File: config.mk
export PLATFORM = sky130hd
export DESIGN_NAME = spi_master_register_block
export DESIGN_NICKNAME = d
export VERILOG_FILES = /design/src/rtl/smrb_pkg.sv /design/src/rtl/spi_master_register_block.sv /design/src/rtl/smrb_access.sv
export SDC_FILE = /design/constraint.sdc
export NUM_CORES = 1
export LEC_CHECK = 0
export BUFFER_PORTS_ARGS = -buffer_cell sky130_fd_sc_hd__buf_2
export CAP_MARGIN = 10
export CORE_MARGIN = 2
export CORE_UTILIZATION = 46
export CTS_CLUSTER_DIAMETER = 60
export DETAILED_ROUTE_END_ITERATION = 10
export PLACE_DENSITY = 0.67
export SLEW_MARGIN = 20
export SYNTH_ARGS = -nofsm -noshare
export SYNTH_HDL_FRONTEND = slang
export SYNTH_SLANG_ARGS = --single-unit
export TNS_END_PERCENT = 5
File: constraint.sdc
create_clock -name clk -period 5.8 [get_ports clk]
set_input_delay 1.16 -clock clk [delete_from_list [all_inputs] [get_ports clk]]
set_output_delay 1.16 -clock clk [all_outputs]
set_load 0.02 [all_outputs]
File: src/rtl/smrb_pkg.sv
package smrb_pkg;

  // Register offsets
  localparam logic [9:0] OFF_CTRL1  = 10'h000;
  localparam logic [9:0] OFF_CTRL2  = 10'h004;
  localparam logic [9:0] OFF_STATUS = 10'h008;
  localparam logic [9:0] OFF_DATA   = 10'h00C;

  // Access kinds
  localparam logic MODE_READ  = 1'b0;
  localparam logic MODE_WRITE = 1'b1;

  // Valid access sizes in bytes
  localparam logic [2:0] SIZE_BYTE = 3'd1;
  localparam logic [2:0] SIZE_HALF = 3'd2;
  localparam logic [2:0] SIZE_WORD = 3'd4;

  // Control one bits
  localparam int ENABLE_BIT = 6;
  localparam int WIDE_BIT   = 11;
  // Control two bits
  localparam int RX_IE_BIT  = 6;
  localparam int TX_IE_BIT  = 7;
  // Status flag bits
  localparam int FLAG_RX_FULL  = 0;
  localparam int FLAG_TX_EMPTY = 1;

  localparam logic [1:0]  STATUS_RESET = 2'b10;
  localparam logic [15:0] REPLY_IDLE   = 16'hFFFF;

  // Beat widths
  localparam int IN_TDATA_W  = 64;
  localparam int OUT_TDATA_W = 56;

  typedef struct packed {
    logic        mode;
    logic [9:0]  reg_offset;
    logic [2:0]  access_size;
    logic [31:0] write_data;
    logic        clock_enabled;
    logic [15:0] partner_reply;
  } item_t;

  typedef struct packed {
    logic        access_ok;
    logic [31:0] read_data;
    logic        frame_valid;
    logic [15:0] frame_out;
    logic        frame_is_wide;
    logic        irq_pending;
    logic        last;
  } result_t;

  typedef struct packed {
    logic [31:0] control_one;
    logic [31:0] control_two;
    logic [1:0]  status_flags;
    logic [15:0] receive_data;
  } regs_t;

  // Interrupt line for a given register set and clock gate
  function automatic logic irq_calc(regs_t r, logic clk_on);
    logic rx_hit;
    logic tx_hit;
    rx_hit = r.control_two[RX_IE_BIT] && r.status_flags[FLAG_RX_FULL];
    tx_hit = r.control_two[TX_IE_BIT] && r.status_flags[FLAG_TX_EMPTY];
    return clk_on && r.control_one[ENABLE_BIT] && (rx_hit || tx_hit);
  endfunction

endpackage

File: src/rtl/spi_master_register_block.sv
// Channel      Dir  Handshake                       Payload
// s_axis       in   s_axis_tvalid / s_axis_tready   tdata: access fields, tuser: mode
// m_axis       out  m_axis_tvalid / m_axis_tready   tdata: result fields, tuser, tlast
// cfg          in   cfg_wen                         cfg_wdata: partner_attached
//
// Each access passes through the input register and then the output
// register; a new beat is taken every cycle while the output drains.
// A narrow-mode half or word data write holds the input register to emit its
// second frame beat. rst is synchronous: registers return to reset values
// (status shows transmit empty), partner_attached clears. An output stall
// holds the output register and then the input register in place.
module spi_master_register_block import smrb_pkg::*; (
  input  logic                   clk,
  input  logic                   rst,
  // reg_offset[9:0], access_size[12:10], write_data[44:13], clock_enabled[45],
  // partner_reply[61:46], zero pad[63:62]
  input  logic [IN_TDATA_W-1:0]  s_axis_tdata,
  // mode[0]
  input  logic [0:0]             s_axis_tuser,
  input  logic                   s_axis_tvalid,
  output logic                   s_axis_tready,
  // access_ok[0], read_data[32:1], frame_valid[33], frame_out[49:34],
  // irq_pending[50], zero pad[55:51]
  output logic [OUT_TDATA_W-1:0] m_axis_tdata,
  // frame_is_wide[0]
  output logic [0:0]             m_axis_tuser,
  output logic                   m_axis_tlast,
  output logic                   m_axis_tvalid,
  input  logic                   m_axis_tready,
  input  logic                   cfg_wen,
  input  logic                   cfg_wdata
);

  logic    partner_attached;
  regs_t   regs;
  regs_t   regs_next;
  logic    a_valid;
  logic    a_second;
  item_t   a_item;
  item_t   in_item;
  result_t res;
  result_t m_res;
  logic    two_frames;
  logic    out_free;
  logic    fire;
  logic    a_done;

  // Unpack the input beat
  assign in_item.mode          = s_axis_tuser[0];
  assign in_item.reg_offset    = s_axis_tdata[9:0];
  assign in_item.access_size   = s_axis_tdata[12:10];
  assign in_item.write_data    = s_axis_tdata[44:13];
  assign in_item.clock_enabled = s_axis_tdata[45];
  assign in_item.partner_reply = s_axis_tdata[61:46];

  smrb_access u_access (
    .item             (a_item),
    .second           (a_second),
    .regs             (regs),
    .partner_attached (partner_attached),
    .result           (res),
    .regs_next        (regs_next),
    .two_frames       (two_frames)
  );

  // Handshake control
  assign out_free      = !m_axis_tvalid || m_axis_tready;
  assign fire          = a_valid && out_free;
  assign a_done        = fire && !two_frames;
  assign s_axis_tready = !a_valid || a_done;

  // Configuration register
  always_ff @(posedge clk) begin
    if (rst) begin
      partner_attached <= 1'b0;
    end else if (cfg_wen) begin
      partner_attached <= cfg_wdata;
    end
  end

  // Input register
  always_ff @(posedge clk) begin
    if (rst) begin
      a_valid  <= 1'b0;
      a_second <= 1'b0;
    end else begin
      if (s_axis_tready) begin
        a_valid <= s_axis_tvalid;
      end
      if (fire) begin
        a_second <= two_frames;
      end
    end
    if (s_axis_tready && s_axis_tvalid) begin
      a_item <= in_item;
    end
  end

  // Register file and output register
  always_ff @(posedge clk) begin
    if (rst) begin
      regs.control_one  <= '0;
      regs.control_two  <= '0;
      regs.status_flags <= STATUS_RESET;
      regs.receive_data <= '0;
      m_axis_tvalid     <= 1'b0;
    end else begin
      if (fire) begin
        regs <= regs_next;
      end
      if (out_free) begin
        m_axis_tvalid <= fire;
      end
    end
    if (fire) begin
      m_res <= res;
    end
  end

  // Pack the output beat
  assign m_axis_tdata = {5'd0, m_res.irq_pending, m_res.frame_out, m_res.frame_valid,
                         m_res.read_data, m_res.access_ok};
  assign m_axis_tuser = m_res.frame_is_wide;
  assign m_axis_tlast = m_res.last;

  // A second frame is only pending while its access is still held
  a_second_held: assert property (@(posedge clk) disable iff (rst)
    a_second |-> a_valid)
    else $error("second frame pending without a held access");

  // The second byte frame follows its first beat at once
  second_follows: assert property (@(posedge clk) disable iff (rst)
    (m_axis_tvalid && m_axis_tready && !m_axis_tlast) |=> (m_axis_tvalid && m_axis_tdata[33]))
    else $error("second frame beat missing");

  // Transmit empty never drops
  tx_empty_set: assert property (@(posedge clk) disable iff (rst)
    regs.status_flags[FLAG_TX_EMPTY])
    else $error("transmit empty flag cleared");

  // Input stalls only while an access is held
  stall_held: assert property (@(posedge clk) disable iff (rst)
    !s_axis_tready |-> a_valid)
    else $error("input stalled while empty");

endmodule

File: src/rtl/smrb_access.sv
module smrb_access import smrb_pkg::*; (
  input  item_t   item,
  input  logic    second,
  input  regs_t   regs,
  input  logic    partner_attached,
  output result_t result,
  output regs_t   regs_next,
  output logic    two_frames
);

  logic        size_ok;
  logic        off_ok;
  logic [31:0] rd;
  logic [15:0] reply;

  // Decode the access
  assign size_ok = (item.access_size == SIZE_BYTE) || (item.access_size == SIZE_HALF) ||
                   (item.access_size == SIZE_WORD);
  assign off_ok  = (item.reg_offset == OFF_CTRL1) || (item.reg_offset == OFF_CTRL2) ||
                   (item.reg_offset == OFF_STATUS) || (item.reg_offset == OFF_DATA);
  assign reply   = partner_attached ? item.partner_reply : REPLY_IDLE;

  // Apply the access to the registers and build the result beat
  always_comb begin
    result     = '0;
    result.last = 1'b1;
    regs_next  = regs;
    two_frames = 1'b0;
    rd         = '0;
    if (second) begin
      // second byte frame: state was updated with the first one
      result.access_ok   = 1'b1;
      result.frame_valid = 1'b1;
      result.frame_out   = {8'h00, item.write_data[15:8]};
      result.irq_pending = irq_calc(regs, 1'b1);
    end else if (!size_ok) begin
      result.irq_pending = irq_calc(regs, item.clock_enabled);
    end else if (!item.clock_enabled) begin
      result.access_ok = 1'b1;
    end else if (!off_ok) begin
      result.irq_pending = irq_calc(regs, 1'b1);
    end else if (item.mode == MODE_READ) begin
      result.access_ok = 1'b1;
      unique case (item.reg_offset)
        OFF_CTRL1:  rd = regs.control_one;
        OFF_CTRL2:  rd = regs.control_two;
        OFF_STATUS: rd = {30'd0, regs.status_flags};
        OFF_DATA: begin
          rd = {16'd0, regs.receive_data};
          regs_next.status_flags[FLAG_RX_FULL] = 1'b0;
        end
        default: rd = '0;
      endcase
      // mask to the access size; a word access keeps every bit
      if (item.access_size == SIZE_BYTE) begin
        rd = {24'd0, rd[7:0]};
      end else if (item.access_size == SIZE_HALF) begin
        rd = {16'd0, rd[15:0]};
      end
      result.read_data   = rd;
      result.irq_pending = irq_calc(regs_next, 1'b1);
    end else begin
      result.access_ok = 1'b1;
      unique case (item.reg_offset)
        OFF_CTRL1:  regs_next.control_one = item.write_data;
        OFF_CTRL2:  regs_next.control_two = item.write_data;
        OFF_STATUS: regs_next.status_flags =
                      (regs.status_flags & item.write_data[1:0]) | STATUS_RESET;
        OFF_DATA: begin
          if (regs.control_one[ENABLE_BIT]) begin
            regs_next.status_flags = 2'b11;
            result.frame_valid     = 1'b1;
            if (regs.control_one[WIDE_BIT]) begin
              regs_next.receive_data = reply;
              result.frame_out       = item.write_data[15:0];
              result.frame_is_wide   = 1'b1;
            end else if (item.access_size == SIZE_BYTE) begin
              regs_next.receive_data = {8'h00, reply[7:0]};
              result.frame_out       = {8'h00, item.write_data[7:0]};
            end else begin
              regs_next.receive_data = reply;
              result.frame_out       = {8'h00, item.write_data[7:0]};
              result.last            = 1'b0;
              two_frames             = 1'b1;
            end
          end
        end
        default: regs_next = regs;
      endcase
      result.irq_pending = irq_calc(regs_next, 1'b1);
    end
  end

endmodule
==> metrics.txt <==
outcome finished clean; WHS Path Cells 2; Fin Clk Skew between 9 and 10 ps; R2R setup slack 2460 ps; post-CTS setup buffers 0; Routed Antenna Nets 0; cts hold-fix bufs 0; final core area utilization a little under three fifths; max-cap violation count 0; ANT cells 0; final worst-path cycle share between 70% and 80%; largest net degree at the start of global routing between 60 and 70; post-synthesis async set-or-reset flop share 0%; Synth area leader edfxtp_1; clk_lat worst skew 490 ps; top post-synthesis cells by count edfxtp_1, nor2_1, dfxtp_1, mux2i_1, inv_1; Seq/Total Area, Yosys 66.1%; Layout area overhead 19.3%; # rows 47; ys flop type edfxtp_1; routability cong. approximately 0.82; CP cell instances nor4_2 > nand2_1 > nor4b_1 > o21ai_0 > buf_2; area share of the largest cell type after synthesis between 40% and 50%; Starting DRT DRC Count around 340; port bufs roughly 120; Nets between 800 and 900; WL final between 15000 and 20000 um; Sinks on Clock Net 202; core area 16600 sq um; Reg2Reg Depth 6; Worst-path clk slew 60 ps; PwrDens 326 nW/um^2; Hold Vio Cnt, Final 0; chip width roughly 130 um; yosys warns 0; most numerous cell in the Yosys netlist edfxtp_1; cell area after synthesis around 7900 sq um; Filler cells between 1000 and 1500; Critical Path Sink Type output pin; Worst-Margin Slew between 800 and 900 ps; critical path peak fanout 14; P_leak between 3 and 4 nW; share of cells above drive strength 1 25.1%; initial antenna violation count 0; global route overflow 0; dpl hpwl between 10000 and 15000 um; Synth area leaders edfxtp_1, dfxtp_1, mux2i_1, nor2_1, a2bb2oi_1; min Tclk post-route between 4000 and 5000 ps; CTS resizes 0; Final setup violation count 0; Max clock buf depth 3; Hold WC Path Type flop to flop; Top Ports 131; Via Count roughly 5000; fmax 240 MHz; peak supply drop between 0.2 and 0.3 mV; number of remaining DRC errors 0; CP required 4640 ps; Starting Density a little under half; synth unique cells between 40 and 50; CTS tree yes; CP peak stage delay 710 ps; setup TNS 0 ps; max-slew violation total from the final report 0; cell depth of the worst setup path 5; RSZ-0062 raised after global routing false; #FFs+latches synth around 200; Relative slew margins between 40% and 50%; Setup crit start kind flop; die area about 18000 sq um; GRT Overall Usage between 15 and 20%; Critical Path AT 3010 ps; DR pass1 iterations 5; Crit-path slowest cell nor4b_1; via/cell ratio slightly above 5; first-pass GRT wire length around 26000 um; Die Span Y 135 um; vias in the first global route around 5000; Setup CP Type flop to output pin; Post-synth EDFFs ~120; CTS root buffer clkbuf_16; Avg Cell Area, Syn 12.8 sq um; Min Hold Slack between 400 and 500 ps; Num CTS Buffers 21; Crit path max-delay family simple AND/OR/NAND/NOR gates; CTS H-tree lvls 1; critical path buffer and inverter count 1; WL per Instance roughly 17 um; Post-Synthesis Cells 613
worst register-to-register path: cells and delay by family, from the launching register on:
family                 cells  cell delay (ps)
buffers and inverters      1              370
AND/OR/NAND/NOR            4             1920
AO/OA/AOI/OAI              1              250
flip-flops                 1              370
report_power, final:
group	switching [mW]	total, mW	internal [mW]	leakage (nW)
Sequential	0.0260	1.59	1.56	1.80
Combinational	0.0826	0.126	0.0433	1.24
Clock	0.523	1.35	0.827	0.341
Total	0.632	3.06	2.43	3.38
placed cells by master, fill, tap and decap left out, types with 5 or more instances in the layout:
cell	count
inv_1	23
a21oi_1	15
mux2i_1	83
clkbuf_8	6
a22oi_1	13
nand2b_1	12
a22o_1	9
buf_2	123
conb_1	5
a2bb2oi_1	14
clkbuf_16	21
nor2_1	100
and2_1	10
edfxtp_1	116
nor2_4	10
o21ai_0	11
a311oi_1	7
nand2_1	15
buf_4	12
dfxtp_1	86
per-layer routing:
layer  part of all wire [%]  wire length, um  GRT usage, %  up-vias
met5                      0                0             0        -
met4                    2.0              329          6.20        0
met3                    5.4              898          2.70       26
met2                     48             7930          30.0      149
met1                     45             7490          24.8     2426
li1                       -                -             -     2434
cell type report:
type	count	area, sq um	area share (%)
timing repair buffer	135	706	7.51
tap	220	275	2.93
clock buffer	31	623	6.63
sequential	202	5200	55.4
inverter	24	90.1	0.959
multi-input combinational	351	2420	25.8
clock inverter	6	75.1	0.799
logic make-up after synthesis:
group | share of synthesized area [%]
DFF | 66.1
xor gates and xnor gates | 0.222
and+or+nand+nor | 11.2
AOI/OAI and AO/OA | 7.36
muxes | 11.4
other | 0.0476
buffers and inverters | 3.65
state kept, by name, indices dropped and copies added (netlist names):
signal / count
regs: 82
a_valid: 1
a_item: 63
partner_attached: 1
m_axis_tvalid: 1
m_axis_tuser: 1
m_axis_tdata: 51
m_axis_tlast: 1
a_second: 1
path summary, 6_finish.rpt:
check / startpoint / endpoint
max: a_item[61] / s_axis_tready
min: regs[10] / regs[10]
max reg2reg: a_item[61] / a_item[22]
min reg2reg: regs[10] / regs[10]
per-stage QoR:
| stage | cell area (sq um) | setup WS (ps) | power, mW | cells |
|---|---|---|---|---|
| 2_1_floorplan | 7890 | 1990 | 1.68 | 617 |
| 3_3_place_gp | 8700 | 2210 | 1.74 | 932 |
| 3_5_place_dp | 8700 | 2130 | 1.74 | 932 |
| 4_1_cts | 9390 | 1610 | 3.09 | 969 |
| 5_1_grt | 9390 | 1330 | 3.15 | 969 |
| 6_report | 9390 | 1630 | 3.06 | 969 |
Note: power is estimated with default switching activity, not from simulation.
